**src/rtl/assert_macros.svh**
```systemverilog
// Assertion helper macros used by the RTL top level.
`ifndef ASSERT_MACROS_SVH
`define ASSERT_MACROS_SVH

// Condition must hold at every edge outside reset.
`define ASSERT_ALWAYS(lbl, cond) \
  lbl: assert property (@(posedge clk) disable iff (rst) (cond)) \
    else $error("assertion failed");

// Trigger in one cycle implies the condition in the next one.
`define ASSERT_NEXT(lbl, trig, cond) \
  lbl: assert property (@(posedge clk) disable iff (rst) (trig) |=> (cond)) \
    else $error("assertion failed");

`endif

```
**src/rtl/bsa_pkg.sv**
```systemverilog
// Types and codes for the banker's safety allocator.
package bsa_pkg;

  // Input opcodes
  typedef enum logic [2:0] {
    OP_WR_MAX   = 3'd0,
    OP_WR_ALLOC = 3'd1,
    OP_WR_AVAIL = 3'd2,
    OP_REQUEST  = 3'd3,
    OP_RELEASE  = 3'd4,
    OP_CHECK    = 3'd5
  } op_t;

  // Result status codes
  typedef enum logic [2:0] {
    STS_OK        = 3'd0,
    STS_EXCEEDS   = 3'd1,
    STS_NOT_AVAIL = 3'd2,
    STS_UNSAFE    = 3'd3,
    STS_BAD_PROC  = 3'd4
  } status_t;

  // Configuration register indexes
  localparam logic CFG_PROCESS_COUNT  = 1'b0;
  localparam logic CFG_RESOURCE_COUNT = 1'b1;

  // Decoded command kinds
  typedef enum logic [2:0] {
    K_WR_MAX,
    K_WR_ALLOC,
    K_WR_AVAIL,
    K_STAGE,
    K_REQ,
    K_RELEASE,
    K_CHECK
  } kind_t;

  // Back-end sequencer states
  typedef enum logic [4:0] {
    S_IDLE,
    S_DISP,
    S_EV_RD,
    S_EV_EX,
    S_AP_RD,
    S_AP_EX,
    S_SC_INIT,
    S_SC_P,
    S_SC_RD,
    S_SC_EX,
    S_SC_ARD,
    S_SC_AEX,
    S_SC_END,
    S_RB_RD,
    S_RB_EX,
    S_RL_RD,
    S_RL_EX,
    S_EMIT,
    S_SEQ
  } state_t;

  typedef struct packed {
    logic [2:0]  opcode;
    logic [3:0]  proc_index;
    logic [2:0]  res_index;
    logic [15:0] amount;
    logic        final_element;
  } in_t;

  typedef struct packed {
    logic [2:0]  status;
    logic        is_safe;
    logic        seq_valid;
    logic [3:0]  seq_process;
    logic [15:0] blocked_mask;
    logic        last;
  } out_t;

  // Classified command handed from front to back
  typedef struct packed {
    kind_t       kind;
    logic [3:0]  proc_index;
    logic [2:0]  res_index;
    logic [15:0] amount;
    logic        p_ok;
    logic        r_ok;
  } cmd_t;

endpackage

```
**src/rtl/bsa_queue.sv**
```systemverilog
// Two-entry command queue between front and back.
module bsa_queue import bsa_pkg::*; (
  input  logic clk,
  input  logic rst,
  input  logic push,
  input  cmd_t push_cmd,
  input  logic pop,
  output cmd_t head,
  output logic full,
  output logic empty
);

  cmd_t       slots [2];
  logic       wr_ptr;
  logic       rd_ptr;
  logic [1:0] count;

  // Pointer and fill count
  always_ff @(posedge clk) begin
    if (rst) begin
      wr_ptr <= 1'b0;
      rd_ptr <= 1'b0;
      count  <= 2'd0;
    end else begin
      if (push) wr_ptr <= ~wr_ptr;
      if (pop)  rd_ptr <= ~rd_ptr;
      count <= count + {1'b0, push} - {1'b0, pop};
    end
  end

  // Storage
  always_ff @(posedge clk) begin
    if (push) slots[wr_ptr] <= push_cmd;
  end

  assign head  = slots[rd_ptr];
  assign full  = count == 2'd2;
  assign empty = count == 2'd0;

endmodule

```
**config.mk**
```make
export PLATFORM = sky130hd
export DESIGN_NAME = bsa_queue
export DESIGN_NICKNAME = d
export VERILOG_FILES = /design/src/rtl/assert_macros.svh /design/src/rtl/bsa_pkg.sv /design/src/rtl/bsa_queue.sv
export SDC_FILE = /design/constraint.sdc
export NUM_CORES = 1
export LEC_CHECK = 0
export BUFFER_PORTS_ARGS = -buffer_cell sky130_fd_sc_hd__buf_4
export CAP_MARGIN = 20
export CORE_ASPECT_RATIO = 0.9
export CORE_UTILIZATION = 51
export DETAILED_ROUTE_END_ITERATION = 8
export MAX_ROUTING_LAYER = met4
export PLACE_DENSITY = 0.8
export SLEW_MARGIN = 20
export SYNTH_ARGS = -nofsm -noshare
export SYNTH_HDL_FRONTEND = slang
export SYNTH_SLANG_ARGS = --single-unit
```
**constraint.sdc**
```tcl
create_clock -name clk -period 2.45 [get_ports clk]
set_clock_uncertainty 0.05 [all_clocks]
set_input_delay 0.3675 -clock clk [delete_from_list [all_inputs] [get_ports clk]]
set_output_delay 0.3675 -clock clk [all_outputs]
set_load 0.05 [all_outputs]
```
==> reports/summary.txt, run 1 <==
status -> completed
sw power -> 0.000697 W
hold path startpoint -> push_cmd[17]
TritonCTS clock tree -> yes
clk_lat worst skew -> 310 ps
Yosys warnings -> 0
Pwr Total -> 0.00258 W
CP max stage cell -> dfxtp_2
r2r worst-path depth -> 2
Leakage Power -> 1.22 nW
n_diodes -> 0
crit path DAT -> 1530 ps
# clock sinks -> 61
Initial Util -> 55.2%
critical path, cell by cell -> buf_12 -> mux2_4 -> buf_4
DRT iter0 DRCs -> 90
Register-to-Register Setup Slack -> 1170 ps
clock period minus worst slack -> 1950 ps
dpl ws -> 831 ps
Synth area leader -> edfxtp_1
RR Endpoint -> slots[1][10]
deepest clock path buffer count -> 2
total grt overflow -> 0
vias per cell -> 4.73
Die H -> 66.3 um
final setup margin -> 500 ps
Clk pwr share -> 31.0%
worst hold stages -> 1
cell area after synthesis -> 2340 um2
number of iterations in the first detailed-routing pass -> 4
layout cells sized above 1 -> 58.4%
top-area cell type share of the netlist area -> 71.9%
DR DRC count -> 0
placed cells -> 229
number of global-route vias before repair -> 1258
initial antenna violation count -> 0
crit start category -> flip-flop
fin nets -> 214
syn_area_per_cell -> 21.7 um2
largest net degree at the start of global routing -> 29
fin. max-slew vios -> 0
synth unique cells -> 13
CTS Hold Bufs -> 0
Endpoint, Worst Hold -> slots[0][17]
routed wire length -> 3560 um
RSZ-0062 raised after global routing -> false
htree depth -> 3
Buffers on Ports -> 61
Post-Syn Nets -> 142
fin cells -> 245
final hold violations -> 0
P_int -> 0.00189 W
worst min-delay path class -> input port to flip-flop
Tot GR Track Use -> 17.1%
# IOs -> 62
global-route wire length before repair -> 5600 um
post_cts resized -> 0
placed cell areas -> 2860 um2
Fmax achieved -> 0.513 GHz
largest cells by area after synthesis -> edfxtp_1 (72%), mux2_4 (13%), dfxtp_1 (4.3%)
root buffer cell -> clkbuf_8
critical path class -> flip-flop to output port
sw frac -> 26.9%
flops & latches, synth -> 61
logic gate share of total power -> 20.9%
TritonCTS buffer count -> 9
P&R area growth vs syn -> 30.0%
routability congestion estimate -> 0.637
Worst Path Required -> 2030 ps
VDD IR max -> 0.678 mV
Final period util -> 79.6%
Finished Cell Area -> 3040 um2
# setup viols final -> 0
Flop pwr share -> 48.1%
Slew headroom -> 74.7%
CP Max Fanout -> 20
maxcap violations -> 0
antenna viol nets, final -> 0
vias after detailed routing -> 1160
die width -> 73.4 um
critical path endpoint category -> output port
setup TNS -> 0 ps
Power Dens Cells -> 850 nW/um2
CP max stage delay -> 470 ps
Synth Instances -> 108
# rows -> 22
Fillers -> 283
CTS clk-pin slew, worst paths -> 60 ps
Least-Margin Pin Slew -> 380 ps
wire length per cell -> 14.5 um
sequential area share after synthesis -> 76.1%
Reg-to-Reg Start -> wr_ptr
post-DP HPWL -> 2440 um
core area -> 4240 um2
die area -> 4860 um2
setup repair bufs after CTS -> 0
cell usage after synthesis (all sizes together):
cell type / instances
xnor3: 1
xnor2: 2
nor2b: 3
mux2: 28
and2: 1
inv: 2
buf: 3
nor2: 5
edfxtp: 56
dfxtp: 5
ha: 2
power groups by stage:
stage	Clock, W	Sequential [W]	Combinational (W)
floorplan	0	0.00125	0.000400
detailed placement	0	0.00126	0.000545
global route	0.000876	0.00125	0.000568
finish	0.000802	0.00124	0.000541
global placement	0	0.00126	0.000536
CTS	0.000820	0.00124	0.000547
layer usage:
layer | wire (um) | global-route usage, % | vias up
met1 | 1520 | 19.7 | 554
li1 | - | - | 553
met2 | 1750 | 26.6 | 51
met5 | 0 | - | -
met4 | 12 | 7.93 | 0
met3 | 286 | 6.40 | 2
final cells by class:
type / count / area, um2 / share of cell area, %
clock buffers: 10 / 128 / 4.20
clock inverters: 6 / 53.8 / 1.77
inverters: 2 / 7.51 / 0.247
multi-input cells: 42 / 502 / 16.5
flip-flops and latches: 61 / 1780 / 58.6
well taps: 60 / 75.1 / 2.47
repair buffers: 64 / 493 / 16.2
logic make-up (layout without fill, tap and decap cells):
group	count (synthesis)	after routing	synth area share [%]
flops	61	61	76.1
mux	28	28	16.7
simple gates	9	9	1.87
buf+inv	5	82	2.51
xor+xnor	3	3	1.71
fa+ha+maj	2	2	1.07
stage by stage:
stage	utilization (%)	hold WS [ps]
after floorplan	-	389
after global placement	67.5	449
after detailed placement	67.5	476
after CTS	71.8	171
after global routing	71.8	157
final	71.8	184
layout by cell type, fill, tap and decap left out, drive strengths merged:
master,netlist,routed
nor2,5,5
nor2b,3,3
edfxtp,56,56
inv,2,2
buf,3,64
bufinv,0,1
clkinv,0,5
mux2,28,28
ha,2,2
xnor3,1,1
clkbuf,0,10
dfxtp,5,5
and2,1,1
xnor2,2,2
worst max-delay path by stage:
stage | from | endpoint
after global placement | flip-flop | head[20]
after floorplan | push | slots[0][0]
after global routing | flip-flop | head[16]
after CTS | flip-flop | head[15]
final | flip-flop | head[15]
after detailed placement | flip-flop | head[22]
flip-flops by register name, indices dropped and copies added, names as in the netlist, named ones only:
signal / cells
rd_ptr: 1
slots: 56
wr_ptr: 1
count: 2
worst max-delay path: cells and delay by family, from the launching register on:
kind | cells | cell delay, ps
buffers and inverters | 2 | 420
DFF | 1 | 470
muxes | 1 | 320
(Power assumes the default switching activity.)
==> run 2, diff against run 1 <==
CORE_UTILIZATION = 46   (was 51)
PLACE_DENSITY = 0.76   (was 0.8)
clock period = 1.6 ns   (was 2.45 ns; I/O delays follow)
==> reports/summary.txt, run 2 (synthesized netlist as in run 1, its figures left out) <==
GRT met2 Usage -> 26.7% (+0.12 points)
root buffer cell -> clkbuf_8
Tot GR Track Use -> 16.6% (-0.47 points)
Final period util -> 104%
# setup viols final -> 28 (+28)
antenna viol nets, final -> 0 (unchanged)
clock period minus worst slack -> 1670 ps
core area -> 4860 um2 (+15%)
number of iterations in the first detailed-routing pass -> 4 (unchanged)
worst min-delay path class -> input port to flip-flop
RSZ-0062 raised after global routing -> true
Least-Margin Pin Slew -> 169 ps (-210 ps)
crit start category -> flip-flop
M1 GR Usage -> 18.7% (-0.97 points)
Reg-to-Reg Start -> count[0]
post-DP HPWL -> 2650 um (+8.7%)
fin nets -> 217 (+1.4%)
hold path startpoint -> push_cmd[20]
DRT iter0 DRCs -> 45 (-50%)
wire length per cell -> 16.2 um (+11%)
critical path, cell by cell -> buf_12 -> mux2_2 -> buf_6
placed cell areas -> 2900 um2 (+1.4%)
critical path class -> flip-flop to output port
met3 usage -> 5.00% (-1.4 points)
setup TNS -> -1670 ps (-1670 ps)
TritonCTS buffer count -> 9 (unchanged)
# rows -> 24 (+9.1%)
# IOs -> 62 (unchanged)
CP Max Fanout -> 5 (-75%)
DR DRC count -> 0 (unchanged)
commonest non-fill, non-tap cell in the layout -> edfxtp_1
placed cells -> 235 (+2.6%)
fin cells -> 253 (+3.3%)
Leakage Power -> 1.29 nW (+6.2%)
crit path DAT -> 1380 ps (-150 ps)
Fmax achieved -> 0.600 GHz
n_diodes -> 0 (unchanged)
vias per cell -> 4.75 (+0.34%)
global-route wire length before repair -> 6290 um (+12%)
Largest regs -> slots: 56 flops, count: 2 flops
final setup margin -> -67.3 ps (-567 ps)
fin. max-slew vios -> 0 (unchanged)
Slew headroom -> 88.6% (+14 points)
# clock sinks -> 61 (unchanged)
critical path endpoint category -> output port
VDD IR max -> 0.684 mV (+0.95%)
routability congestion estimate -> 0.667 (+4.7%)
violated checks -> setup timing
layout cells sized above 1 -> 57.4% (-0.93 points)
Die H -> 69.7 um (+5.1%)
CP max stage cell -> dfxtp_4
number of global-route vias before repair -> 1302 (+3.5%)
Initial Util -> 48.1% (-7.1 points)
Finished Cell Area -> 3260 um2 (+7.0%)
htree depth -> 3 (unchanged)
routed wire length -> 4090 um (+15%)
commonest cells after routing, fill and taps aside -> edfxtp_1 (56), buf_4 (33), buf_6 (25)
TritonCTS clock tree -> yes
Buffers on Ports -> 61 (unchanged)
P&R area growth vs syn -> 39.1%
largest net degree at the start of global routing -> 29 (unchanged)
status -> complete, but fails checks
Worst Path Required -> 1310 ps (-720 ps)
initial antenna violation count -> 0 (unchanged)
setup repair bufs after CTS -> 0 (unchanged)
largest register by flop count -> slots
CTS clk-pin slew, worst paths -> 60 ps (about the same)
gr busiest metal -> met2
clk_lat worst skew -> 320 ps (about the same)
max reg flops -> 56 (unchanged)
maxcap violations -> 0 (unchanged)
Power Dens Cells -> 1220 nW/um2 (+44%)
total grt overflow -> 0 (unchanged)
final hold violations -> 0 (unchanged)
die width -> 77.2 um (+5.2%)
vias after detailed routing -> 1202 (+3.6%)
die area -> 5380 um2 (+11%)
deepest clock path buffer count -> 2 (unchanged)
CP max stage delay -> 420 ps (-50 ps)
==> run 2: changes by cell type in the layout (fill, tap and decap cells not counted), sizes merged <==
cell	previous run	this run
clkbuf	10	14
buf	64	66
clkinv	5	3
bufinv	1	0
==> run 2: path summary, 6_finish.rpt <==
check	endpoint	slack (ps)	cells after the start
worst max register to register	count[1]	350	6
worst min-delay path	slots[1][20]	50	1
worst max-delay path	head[6]	-70	3
worst min register to register	rd_ptr	480	2
==> run 2: critical path: cells and delay by family, from the launching register on <==
kind / cells / cell delay (ps)
flip-flops: 1 / 420
multiplexers: 1 / 340
buffers and inverters: 2 / 290
==> run 2: metal layers <==
layer | up-vias | part of all wire, %
met5 | - | 0
met4 | 0 | 1.7
met3 | 7 | 4.3
met2 | 44 | 52
met1 | 588 | 42
li1 | 563 | -
==> run 2: power breakdown <==
group / leakage, nW / internal, W / switching [W]
sequential: 0.568 / 0.00186 / 0.0000448
combinational: 0.642 / 0.000433 / 0.000528
clock: 0.0825 / 0.000593 / 0.000529
total: 1.29 / 0.00289 / 0.00110
==> run 2: metrics by stage <==
step / hold slack [ps] / setup WS, ps / utilization, % / power, W
2_1_floorplan: 262 / 67.6 / - / 0.00253
3_3_place_gp: 375 / 242 / 59.6 / 0.00276
3_5_place_dp: 378 / 224 / 59.6 / 0.00279
4_1_cts: 38.8 / -81.5 / 65.9 / 0.00398
5_1_grt: 34.0 / -111 / 66.9 / 0.00413
6_report: 51.4 / -67.3 / 66.9 / 0.00399
==> run 2: timing repair <==
action                                  in CTS  in global routing
hold buffers                                 0                  0
cloned                                       1                  1
endpoints found under the setup margin      28                 28
resized for setup                           33                  6
==> run 2: area by class of cell <==
| cell class | instances | area (um2) |
|---|---|---|
| flip-flops and latches | 61 | 1790 |
| multi-input cells | 42 | 513 |
| inverters | 2 | 7.51 |
| fillers | 331 | 1610 |
| clock buffers | 13 | 149 |
| well taps | 65 | 81.3 |
| clock inverters | 3 | 12.5 |
| repair buffers | 67 | 707 |
==> run 3, diff against run 2 <==
SKIP_LAST_GASP = 1   (was unset)
==> reports/summary.txt, run 3 (synthesized netlist as in run 1, its figures left out) <==
status -> complete, but fails checks
violated checks -> setup timing
setup repair bufs after CTS -> 0 (unchanged)
Register-to-Register Setup Slack -> 350 ps (about the same)
commonest non-fill, non-tap cell in the layout -> edfxtp_1
fin. max-slew vios -> 0 (unchanged)
max reg flops -> 56 (unchanged)
final setup margin -> -71.1 ps (-3.78 ps)
Final period util -> 104% (+0.24 points)
Buf/Inv on CP -> 2 (unchanged)
final hold violations -> 0 (unchanged)
Clk pwr share -> 28.4% (+0.3 points)
met3 usage -> 5.00% (unchanged)
number of iterations in the first detailed-routing pass -> 4 (unchanged)
# rows -> 24 (unchanged)
crit start category -> flip-flop
logic gate share of total power -> 23.1% (-1.0 points)
die area -> 5380 um2 (unchanged)
fin util -> 65.1% (-1.8 points)
routed wire length -> 3970 um (-3.1%)
largest register by flop count -> slots
critical path class -> flip-flop to output port
maxcap violations -> 0 (unchanged)
die width -> 77.2 um (unchanged)
worst setup path endpoint -> head[19]
CP max stage cell -> dfxtp_4
P&R area growth vs syn -> 35.3%
CTS Hold Bufs -> 0 (unchanged)
Worst Path Required -> 1310 ps (about the same)
Die H -> 69.7 um (unchanged)
Leakage Power -> 1.25 nW (-3.1%)
Fmax achieved -> 0.598 GHz (-0.23%)
GRT met2 Usage -> 26.2% (-0.59 points)
clk_lat worst skew -> 320 ps (about the same)
number of global-route vias before repair -> 1282 (-1.5%)
Largest regs -> slots: 56 flops, count: 2 flops
# setup viols final -> 28 (unchanged)
DR DRC count -> 0 (unchanged)
sw frac -> 27.6% (-0.058 points)
antenna viol nets, final -> 0 (unchanged)
sw power -> 0.00108 W (-1.7%)
core area -> 4860 um2 (unchanged)
Buffers on Ports -> 61 (unchanged)
VDD IR max -> 0.682 mV (-0.28%)
layout cells sized above 1 -> 57.2% (-0.23 points)
critical path endpoint category -> output port
# clock sinks -> 61 (unchanged)
deepest clock path buffer count -> 2 (unchanged)
Tot GR Track Use -> 16.4% (-0.21 points)
CP max stage delay -> 410 ps (about the same)
# IOs -> 62 (unchanged)
htree depth -> 3 (unchanged)
routability congestion estimate -> 0.667 (unchanged)
M1 GR Usage -> 18.6% (-0.089 points)
TritonCTS clock tree -> yes
RR Endpoint -> count[1]
Slew headroom -> 88.6% (about the same)
wire length per cell -> 15.7 um (-2.7%)
total grt overflow -> 0 (unchanged)
n_diodes -> 0 (unchanged)
vias per cell -> 4.69 (-1.4%)
RSZ-0062 raised after global routing -> true
global-route wire length before repair -> 6210 um (-1.3%)
Pwr Total -> 0.00393 W (-1.5%)
initial antenna violation count -> 0 (unchanged)
CP Max Fanout -> 11 (+6)
root buffer cell -> clkbuf_8
clock period minus worst slack -> 1670 ps (+3.78 ps)
Initial Util -> 48.1% (unchanged)
CTS clk-pin slew, worst paths -> 60 ps (about the same)
worst hold slack -> 51.7 ps (+0.308 ps)
fin nets -> 216 (-0.46%)
crit path DAT -> 1380 ps (about the same)
worst min-delay path class -> input port to flip-flop
vias after detailed routing -> 1181 (-1.7%)
post-DP HPWL -> 2650 um (unchanged)
hold path startpoint -> push_cmd[23]
Reg-to-Reg Start -> count[0]
TritonCTS buffer count -> 9 (unchanged)
largest net degree at the start of global routing -> 29 (unchanged)
r2r worst-path depth -> 6 (unchanged)
Least-Margin Pin Slew -> 169 ps (-0.00679 ps)
Flop pwr share -> 48.4% (+0.6 points)
gr busiest metal -> met2
critical path, cell by cell -> buf_12 -> mux2_4 -> buf_4
commonest cells after routing, fill and taps aside -> edfxtp_1 (56), buf_4 (44), mux2_4 (20)
DRT iter0 DRCs -> 57 (+27%)
Levels on crit path -> 3 (unchanged)
Power Dens Cells -> 1240 nW/um2 (+1.3%)
P_int -> 0.00284 W (-1.4%)
Top Family by Delay on Critical Path -> flip-flops
-- run 3: worst min-delay path by stage --
stage,slack (ps),end,depth (start not counted)
final,50,slots[0][23],1
after global routing,30,slots[0][23],1
after CTS,40,slots[0][23],1
after detailed placement,380,slots[0][23],1
after global placement,380,slots[1][11],1
after floorplan,260,count[0],1
-- run 3: metrics by stage --
stage,setup WS (ps),area [um2],TNS (ps),instances
final,-71.1,3170,-1440,252
after global routing,-114,3170,-2590,252
after CTS,-87.1,3170,-1850,252
after detailed placement,224,2900,0,235
after global placement,242,2900,0,235
after floorplan,67.6,2340,0,108
-- run 3: worst reg2reg max path, delay by kind of cell, from the launching register on --
kind / cells / cell delay, ps
buffers and inverters: 2 / 110
XOR/XNOR: 1 / 200
AND/OR/NAND/NOR: 1 / 80
flip-flops: 1 / 350
adder cells (fa/ha/maj): 2 / 410
-- run 3: layout make-up --
class	instances	area, um2
Clock inverter	3	12.5
Timing Repair Buffer	66	629
Multi-Input combinational cell	42	502
Tap cell	65	81.3
Fill cell	343	1700
Sequential cell	61	1790
Inverter	2	7.51
Clock buffer	13	149
-- run 3: metal layers --
metal	part of all wire, %	routed length [um]
met1	42	1650
met4	1.7	68
met3	4.9	193
met5	0	0
met2	52	2060
-- run 3: what timing repair did --
action | CTS | global route
endpoints found under the setup margin | 28 | 28
cloned | 1 | 0
pin swaps | 0 | 0
resized for setup | 22 | 0
hold endpoints to repair | 0 | 0
-- run 3: power by group through the flow --
stage | registers (W) | clock network (W) | logic [W]
floorplan | 0.00192 | 0 | 0.000613
detailed placement | 0.00193 | 0 | 0.000855
finish | 0.00190 | 0.00112 | 0.000909
global route | 0.00191 | 0.00122 | 0.000950
global placement | 0.00192 | 0 | 0.000840
CTS | 0.00190 | 0.00113 | 0.000917
